`src/rtl/rtak_pkg.sv`:
```
// shared types and constants for the i2c target register access block
package rtak_pkg;

    localparam int EV_W    = 3;
    localparam int CODE_W  = 7;
    localparam int BYTE_W  = 8;
    localparam int WORD_W  = 16;

    // bus event codes, codes six and seven mean nothing
    typedef enum logic [EV_W-1:0] {
        EV_ADDR     = 3'd0,
        EV_BYTE     = 3'd1,
        EV_TX_EMPTY = 3'd2,
        EV_STOP     = 3'd3,
        EV_NACK     = 3'd4,
        EV_BUS_ERR  = 3'd5
    } event_t;

    // one bus event as held in the input register
    typedef struct packed {
        logic [EV_W-1:0]   req_type;
        logic [CODE_W-1:0] match_code;
        logic              dir_read;
        logic [BYTE_W-1:0] rx_byte;
    } req_t;

    // decoded step result waiting for the store read data
    typedef struct packed {
        logic              tx_valid;
        logic              from_mem;
        logic              fetch;
        logic [BYTE_W-1:0] tx_byte;
        logic              txn_end;
        logic              halted;
    } stage_t;

endpackage

```
`src/rtl/rtak_ctrl.sv`:
```
// transaction sequencer: phase, store address tracking and data word
module rtak_ctrl
    import rtak_pkg::*;
#(
    parameter int STORE_DEPTH = 1024
) (
    input  logic                           clk,
    input  logic                           rst_n,
    input  logic [CODE_W-1:0]              own_address,
    input  logic                           fire,
    input  req_t                           item,
    input  logic                           fwd,
    input  logic                           drain,
    input  logic [WORD_W-1:0]              mem_q,
    output stage_t                         stage,
    output logic                           rd_en,
    output logic [$clog2(STORE_DEPTH)-1:0] rd_slot,
    output logic                           wr_en,
    output logic [$clog2(STORE_DEPTH)-1:0] wr_slot,
    output logic [WORD_W-1:0]              wr_data
);

    localparam int SLOT_W = $clog2(STORE_DEPTH);
    localparam int SUM_W  = SLOT_W + 1;

    typedef enum logic [3:0] {
        PH_IDLE, PH_REG_LO, PH_REG_HI, PH_REG_DONE, PH_WR_HIGH,
        PH_WR_NEXT, PH_RD_HIGH, PH_RD_LOW, PH_HALTED
    } phase_t;

    phase_t              phase_reg, phase_next;
    logic [BYTE_W-1:0]   base_lo_reg, base_lo_next;
    logic [WORD_W-1:0]   addr_reg, addr_next;
    logic [SLOT_W-1:0]   slot_reg, slot_next;
    logic [WORD_W-1:0]   data_word_reg, data_word_next;

    logic [WORD_W-1:0]   dw_eff;
    logic [WORD_W-1:0]   dw_step;
    logic [SLOT_W-1:0]   slot_inc;
    logic [SLOT_W-1:0]   hi_mod [256];
    logic [SLOT_W-1:0]   lo_mod [256];
    logic [SUM_W-1:0]    slot_sum;
    logic [SLOT_W-1:0]   base_slot;
    logic                mine;
    logic                fault;
    logic                reading;

    // residue tables for the two bytes of the register address
    for (genvar g = 0; g < 256; g++)
    begin : g_mod_tab
        assign hi_mod[g] = SLOT_W'((g * 256) % STORE_DEPTH);
        assign lo_mod[g] = SLOT_W'(g % STORE_DEPTH);
    end

    // store slot of a freshly received register address
    assign slot_sum  = {1'b0, hi_mod[item.rx_byte]} + {1'b0, lo_mod[base_lo_reg]};
    assign base_slot = (slot_sum >= SUM_W'(STORE_DEPTH))
                       ? SLOT_W'(slot_sum - SUM_W'(STORE_DEPTH))
                       : SLOT_W'(slot_sum);

    // next slot, wrapping at the store depth and at the end of the address space
    assign slot_inc = (slot_reg == SLOT_W'(STORE_DEPTH - 1) || addr_reg == '1)
                      ? '0 : slot_reg + 1'b1;

    // word fetched by the step ahead is still in the read register
    assign dw_eff  = fwd ? mem_q : data_word_reg;
    assign mine    = (item.match_code == own_address);
    assign reading = (phase_reg == PH_RD_HIGH) || (phase_reg == PH_RD_LOW);

    // event decode
    always_comb
    begin
        phase_next     = phase_reg;
        base_lo_next   = base_lo_reg;
        addr_next      = addr_reg;
        slot_next      = slot_reg;
        dw_step        = dw_eff;
        stage          = '0;
        fault          = 1'b0;
        rd_en          = 1'b0;
        rd_slot        = slot_reg;
        wr_en          = 1'b0;
        wr_slot        = slot_reg;
        wr_data        = {item.rx_byte, dw_eff[BYTE_W-1:0]};

        if (phase_reg != PH_HALTED)
        begin
            unique case (event_t'(item.req_type))
                EV_ADDR:
                begin
                    if (phase_reg == PH_IDLE)
                    begin
                        if (mine && item.dir_read)
                            fault = 1'b1;
                        else if (mine)
                            phase_next = PH_REG_LO;
                    end
                    else if (phase_reg == PH_REG_DONE)
                    begin
                        if (mine && !item.dir_read)
                            fault = 1'b1;
                        else if (mine)
                        begin
                            rd_en          = 1'b1;
                            stage.tx_valid = 1'b1;
                            stage.from_mem = 1'b1;
                            stage.fetch    = 1'b1;
                            phase_next     = PH_RD_HIGH;
                        end
                    end
                    else
                    begin
                        fault = 1'b1;
                    end
                end
                EV_BYTE:
                begin
                    unique case (phase_reg) inside
                        PH_REG_LO:
                        begin
                            base_lo_next = item.rx_byte;
                            phase_next   = PH_REG_HI;
                        end
                        PH_REG_HI:
                        begin
                            addr_next  = {item.rx_byte, base_lo_reg};
                            slot_next  = base_slot;
                            phase_next = PH_REG_DONE;
                        end
                        PH_REG_DONE, PH_WR_NEXT:
                        begin
                            dw_step    = {dw_eff[WORD_W-1:BYTE_W], item.rx_byte};
                            phase_next = PH_WR_HIGH;
                        end
                        PH_WR_HIGH:
                        begin
                            dw_step    = {item.rx_byte, dw_eff[BYTE_W-1:0]};
                            wr_en      = 1'b1;
                            addr_next  = addr_reg + 1'b1;
                            slot_next  = slot_inc;
                            phase_next = PH_WR_NEXT;
                        end
                        default:
                        begin
                            fault = 1'b1;
                        end
                    endcase
                end
                EV_TX_EMPTY:
                begin
                    if (phase_reg == PH_RD_HIGH)
                    begin
                        stage.tx_valid = 1'b1;
                        stage.tx_byte  = dw_eff[WORD_W-1:BYTE_W];
                        stage.fetch    = 1'b1;
                        rd_en          = 1'b1;
                        rd_slot        = slot_inc;
                        addr_next      = addr_reg + 1'b1;
                        slot_next      = slot_inc;
                        phase_next     = PH_RD_LOW;
                    end
                    else if (phase_reg == PH_RD_LOW)
                    begin
                        stage.tx_valid = 1'b1;
                        stage.tx_byte  = dw_eff[BYTE_W-1:0];
                        phase_next     = PH_RD_HIGH;
                    end
                    else
                    begin
                        fault = 1'b1;
                    end
                end
                EV_STOP:
                begin
                    if (reading || phase_reg == PH_WR_NEXT)
                    begin
                        stage.txn_end = 1'b1;
                        phase_next    = PH_IDLE;
                    end
                    else if (phase_reg != PH_IDLE && phase_reg != PH_REG_DONE)
                    begin
                        fault = 1'b1;
                    end
                end
                EV_NACK:
                begin
                    if (reading)
                    begin
                        stage.txn_end = 1'b1;
                        phase_next    = PH_IDLE;
                    end
                    else
                    begin
                        fault = 1'b1;
                    end
                end
                EV_BUS_ERR:
                begin
                    fault = 1'b1;
                end
                default:
                begin
                end
            endcase
        end

        if (fault)
        begin
            phase_next = PH_HALTED;
            stage      = '0;
        end
        stage.halted = (phase_next == PH_HALTED);

        // a fetched word lands once its step leaves the read stage
        if (fire)
            data_word_next = dw_step;
        else if (fwd && drain)
            data_word_next = mem_q;
        else
            data_word_next = data_word_reg;
    end

    // sequencer state
    always_ff @(posedge clk or negedge rst_n)
    begin
        if (!rst_n)
        begin
            phase_reg     <= PH_IDLE;
            base_lo_reg   <= '0;
            addr_reg      <= '0;
            slot_reg      <= '0;
            data_word_reg <= '0;
        end
        else
        begin
            if (fire)
            begin
                phase_reg   <= phase_next;
                base_lo_reg <= base_lo_next;
                addr_reg    <= addr_next;
                slot_reg    <= slot_next;
            end
            data_word_reg <= data_word_next;
        end
    end

    // halt is sticky until reset
    assert property (@(posedge clk) disable iff (!rst_n)
        (phase_reg == PH_HALTED) |=> (phase_reg == PH_HALTED))
        else $error("halted state left without reset");

    // a step never reads and writes the store at once
    assert property (@(posedge clk) disable iff (!rst_n)
        fire |-> !(rd_en && wr_en))
        else $error("store read and write in one step");

    // store is only written in the high byte phase of a data word
    assert property (@(posedge clk) disable iff (!rst_n)
        (fire && wr_en) |-> (phase_reg == PH_WR_HIGH))
        else $error("store write outside a data word");

endmodule

```
`config.mk`:
```
export PLATFORM = sky130hd
export DESIGN_NAME = rtak_ctrl
export DESIGN_NICKNAME = d
export VERILOG_FILES = /design/src/rtl/rtak_pkg.sv /design/src/rtl/rtak_ctrl.sv
export SDC_FILE = /design/constraint.sdc
export NUM_CORES = 1
export LEC_CHECK = 0
export BUFFER_PORTS_ARGS = -buffer_cell sky130_fd_sc_hd__buf_2
export CAP_MARGIN = 10
export CORE_MARGIN = 1
export CORE_UTILIZATION = 60
export DETAILED_ROUTE_END_ITERATION = 7
export PLACE_DENSITY = 0.91
export SYNTH_ARGS = -nofsm -noshare
export SYNTH_HDL_FRONTEND = slang
export SYNTH_SLANG_ARGS = --single-unit
```
`constraint.sdc`:
```
create_clock -name clk -period 2.9 [get_ports clk]
set_input_delay 0.145 -clock clk [delete_from_list [all_inputs] [get_ports clk]]
set_output_delay 0.145 -clock clk [all_outputs]
set_load 0.01 [all_outputs]
```
==> Yosys cells after proc, flatten, opt, wreduce, memory -nomap -nowiden <==
Memories as Yosys holds them, arrays and structs flattened.
Index checks and enable logic that the tools add are counted.
Widths: inputs -> output; s select.
{ "totals": {"elab_cells": 127, "reg_bits": 54, "romBits": 5120, "n_memories": 2, "inputBits": 47} }
{ "op_classes": {"magnitude_cmp": 3, "bitwise_logic": 2, "n_addsub": 4, "n_mux": 73, "n_reduce_logical": 18, "eq_ne": 20} }
{ "memory_table": {"columns": ["memory", "words", "width", "rd", "rd_ports_with_merged_regs", "write_ports", "line_no", "source"], "rows": [
  ["(name not given)", 256, 10, 1, 0, 0, "rtak_ctrl.sv:56", "assign slot_sum = {1'b0, hi_mod[item.rx_byte]} + {1'b0, lo_mod[base_lo_reg]};"],
  ["(name not given)", 256, 10, 1, 0, 0, "rtak_ctrl.sv:56", null]
]} }
{ "op_table": {"columns": ["operator", "count"], "rows": [
  ["$mux 16", 6],
  ["$pmux 16 s2", 3],
  ["$mux 10", 9],
  ["$mux 4", 12],
  ["$pmux 10 s2", 2],
  ["$mux 1", 25],
  ["$mux 8", 3],
  ["$pmux 4 s5", 1],
  ["$ge 9x9->1 const B", 2],
  ["$not 8->9", 2],
  ["$add 16x1->16 const B", 1],
  ["$eq 16x16->1 const B", 1],
  ["$eq 4x3->1 const B", 4],
  ["$pmux 4 s4", 1],
  ["$mux 13", 1],
  ["$mux 12", 1],
  ["$mux 3", 4],
  ["$add 10x10->11", 1],
  ["$ge 11x11->1 const B", 1],
  ["$add 10x1->10 const B", 1],
  ["$eq 10x10->1 const B", 1],
  ["$sub 10x1->10 const B", 1],
  ["$eq 4x2->1 const B", 2],
  ["$pmux 1 s2", 4],
  ["other kinds (22)", 31]
]} }

==> Longest topological paths before layout <==
{ "logic_depth": {"depth_word": 9, "ltp_mapped": 10} }

==> Least setup slack after synthesis <==
Ideal clock, no wire load.
{ "synth_path": {"path_kind": "register to output", "start": "register slot_reg[0] (netlist: wr_slot[0])", "end": "output rd_slot[5]", "required_ns": 2.755, "n_path_buf": 1, "stages_incl_launch_ff": 9, "setup_slack_ns": 0.779, "arrival_ns": 1.976, "cell_sequence": "dfrtp_1 -> ha_1 -> nand3_1 -> nor2_1 -> and3_1 -> clkbuf_1 -> or2_1 -> o21ai_0 -> a32o_1"} }
{ "synth_between": {"elab_chain_cells": 6, "elab_cells_between_ends": 7, "cone_classes": "add/sub (1); eq/ne (1); mux (4); reduce/logical (1)"} }
{ "synth_lines": {"columns": ["element", "line_no", "source"], "rows": [
  ["start, declared", "rtak_ctrl.sv:34", "logic [SLOT_W-1:0] slot_reg, slot_next;"],
  ["start signal, assigned", "rtak_ctrl.sv:241", "slot_reg <= slot_next;"],
  ["parallel branches: the longest is 2 deep, another holds $add 10x1->10", null, null],
  ["$mux 10 *", "rtak_ctrl.sv:63", "? '0 : slot_reg + 1'b1;"],
  ["$mux 10 *", "rtak_ctrl.sv:151", "if (phase_reg == PH_RD_HIGH)"],
  ["$mux 10 *", "rtak_ctrl.sv:88", "unique case (event_t'(item.req_type))"],
  ["$mux 10 *", "rtak_ctrl.sv:86", "if (phase_reg != PH_HALTED)"],
  ["end, declared", "rtak_ctrl.sv:17", "output logic [$clog2(STORE_DEPTH)-1:0] rd_slot,"]
]} }
Mark *: on every way between the ends.

==> summary.md <==
| Metric | Value |
|---|---|
| Worst EP required | `approximately 2800 ps` |
| Final std cells w/o fill | `between 700 and 800` |
| Mapped cell area | `between 0.004 and 0.005 mm2` |
| ANT nets after route | `0` |
| Rel. slew slack | `0.2778` |
| Max Cap Violations | `0` |
| Die area | `about 0.0075 mm2` |
| Run status | `complete, no violations` |
| Final worst-path cycle share | `0.9576` |
| Synth cell types | `about 70` |
| Worst-Skew Late Latency | `between 300 and 400 ps` |
| Die Ht | `86.85 um` |
| Seq cells post-synth | `between 50 and 60` |
| Core Area | `0.006869 mm2` |
| Area growth from synthesis to layout | `13.76%` |
| Crit path capture type | `primary output` |
| Worst IR drop on VDD | `0.3092 mV` |
| DRC violations left | `0` |
| Clock Skew | `between 10 and 15 ps` |
| H-tree level count | `2` |
| Worst r2r src | `phase_reg[0]$_DFFE_PN0P_` |
| Routed wl met2 | `between 6000 and 7000 um` |
| Area of the multi-input gates | `around 0.0027 mm2` |
| First-pass GRT wire length | `roughly 20,000 um` |
| Layout Nets | `~660` |
| Final Hold Vio Count | `0` |
| Main synth FF type | `dfrtp_1` |
| Worst slack at placement | `just under 300 ps` |
| Dpl cell area | `0.004766 mm2` |
| Starting Density | `0.6288` |
| Reg area | `0.001358 mm2` |
| Final instance area | `0.004913 mm2` |
| Post-synth EDFFs | `0` |
| Syn Area/Cell | `between 7 and 8 um2` |
| Async SR Flop Fraction | `1.000` |
| Clock sink total | `54` |
| Area leader, netlist | `dfrtp_1` |
| I/O pin cnt | `just under 100` |
| CP Cell Sequence | `nand3b_2 > a21o_1 > a221o_1 > a211oi_4 > nand3_4 > a211oi_2 > buf_2` |
| Setup Viol. Count Final | `0` |
| Detailed Place HPWL | `about 9000 um` |
| Largest net degree at the start of global routing | `30` |
| Commonest non-fill, non-tap cell in the layout | `buf_2` |
| Min Clock Period, post-route | `2777 ps` |
| Fmax | `about 360 MHz` |
| Root Driver | `clkbuf_8` |
| Std-Cell Rows | `30` |
| Total wire length | `12,680 um` |
| Total gr overflow | `0` |
| Most frequent cells in the layout | `buf_2, nand2_1, dfrtp_1` |
| M1 wire length | `4871 um` |
| Total CTS buffers | `5` |
| Hold Path Class | `in2reg` |
| Top-area cell type share of the netlist area | `0.3129` |
| Critical Path AT | `2630 ps` |
| Max-slew violation count | `0` |
| Clk buf depth | `2` |
| Slowest cell on crit path | `dfrtp_2` |
| Postcts setup bufs | `0` |
| CTS tree | `yes` |
| GPL Wtd Cong | `between 0.9 and 1` |
| Crit Path Category | `reg2out` |
| Crit-path max FO | `15` |
| Power Total | `about 1.6 mW` |
| Top routing layer in use | `met4` |
| Vias in the first global route | `approximately 4,200` |
| Setup slack after layout | `around 120 ps` |
| Via density | `approximately 6.6` |
| Pwr Density | `329.9 mW/mm2` |
| Synth top area cells | `dfrtp_1, a21oi_1, o21ai_0, nand2_1, nor2_1` |
| # fillers | `between 500 and 600` |
| Vias | `about 4,600` |
| Worst Tran Pin Value | `~1100 ps` |
| Mapped Nets | `approximately 600` |
| Initial antenna violation count | `0` |
| Seq/Total Area, Yosys | `0.3129` |
| Leakage Power | `2.182 nW` |
| Cells after DPL | `697` |
| CP startpoint | `phase_reg[3]$_DFFE_PN0P_` |
| I/O Buffers | `97` |
| Die Wd | `86.85 um` |
| DRT Pass-1 Iters | `5` |
| Critical Path Source Type | `register` |
| Share of cells above drive strength 1 | `0.2508` |
| WL met3 | `about 1300 um` |
| WL/cell | `roughly 18 um` |
| GRT Util Overall | `0.3364` |
| Worst hold start | `mem_q[1]` |
| Max incr delay on CP | `between 500 and 600 ps` |
| Post-Synthesis Cells | `between 500 and 600` |
| Clock transition at path regs | `100 ps` |
| First DRT Iteration DRCs | `about 430` |
| YS warnings | `0` |
| Antenna diodes | `0` |
through the flow:
step | util | hold WS, ps | TNS [ps]
2_1_floorplan | - | -150.6 | 0
3_3_place_gp | 0.6938 | 189.3 | 0
3_5_place_dp | 0.6938 | 197.7 | 0
4_1_cts | 0.7129 | 145.7 | 0
5_1_grt | 0.7153 | 151.2 | -5.360
6_report | 0.7153 | 147.2 | 0
final cells by class:
cell class              instances  area share
repair buffers                110      0.1192
inverters                      18     0.01375
flip-flops and latches         54      0.2763
clock inverters                 2    0.007639
well taps                      96     0.02445
multi-input cells             420      0.5439
clock buffers                   6     0.01477
where the power goes:
group	switching, mW	internal, mW
Combinational	0.183	0.115
Clock	0.256	0.258
Sequential	0.0237	0.785
Total	0.463	1.16
logic make-up (layout without fill, tap and decap cells):
logic type,Yosys count,in the layout,share of synthesized area
compound gates,183,183,0.2796
xor+xnor,15,15,0.03042
mux,26,26,0.06315
fa+ha+maj,2,2,0.005793
simple gates,194,194,0.2349
flops,54,54,0.3129
buf+inv,66,136,0.07329
worst paths after layout:
kind / end / slack (ps) / cells after the start
max in group asynchronous: phase_reg[1]$_DFFE_PN0P_ / 1840 / 3
worst max register to register: data_word_reg[0]$_DFFE_PN0P_ / 410 / 7
worst max-delay path: stage[7] / 120 / 7
worst min-delay path: data_word_reg[1]$_DFFE_PN0P_ / 150 / 3
min in group asynchronous: addr_reg[0]$_DFFE_PN0P_ / 380 / 2
worst min register to register: data_word_reg[14]$_DFFE_PN0P_ / 520 / 2
layer usage:
metal  GRT usage  up-vias
met5           0        -
met4      0.1061        0
met3     0.05810       44
met2      0.5698      325
met1      0.4374     2165
li1            -     2112
Yosys cell counts, drive strengths merged, types with 2 or more instances:
cell type / number
a211oi: 18
a21o: 2
a21oi: 48
a22o: 2
a22oi: 4
a2bb2oi: 2
a31oi: 6
a32oi: 6
and3: 9
buf: 30
clkbuf: 18
dfrtp: 54
ha: 2
inv: 18
mux2: 10
mux2i: 16
nand2: 56
nand2b: 2
nand3: 19
nand3b: 5
nand4: 5
nor2: 48
nor2b: 11
nor3: 13
nor3b: 6
nor4: 4
nor4b: 4
o211ai: 3
o21ai: 52
o22a: 3
o22ai: 15
o31ai: 8
o32ai: 2
o41ai: 2
or2: 3
or3: 2
or4b: 2
xnor2: 11
xor2: 4
critical path, delay by kind of cell, from the launching register on:
kind | cells | cell delay [ps]
buf+inv | 1 | 170
simple gates | 2 | 480
compound gates | 4 | 1160
flops | 1 | 510
timing repair:
| item | in CTS | in global routing |
|---|---|---|
| gates resized for setup | 3 | 5 |
| hold buffers | 1 | 0 |
| endpoints found under the hold margin | 26 | 0 |
| pin swaps | 0 | 2 |
| endpoints found under the setup margin | 10 | 12 |
Power figures use the tool's default switching activity.
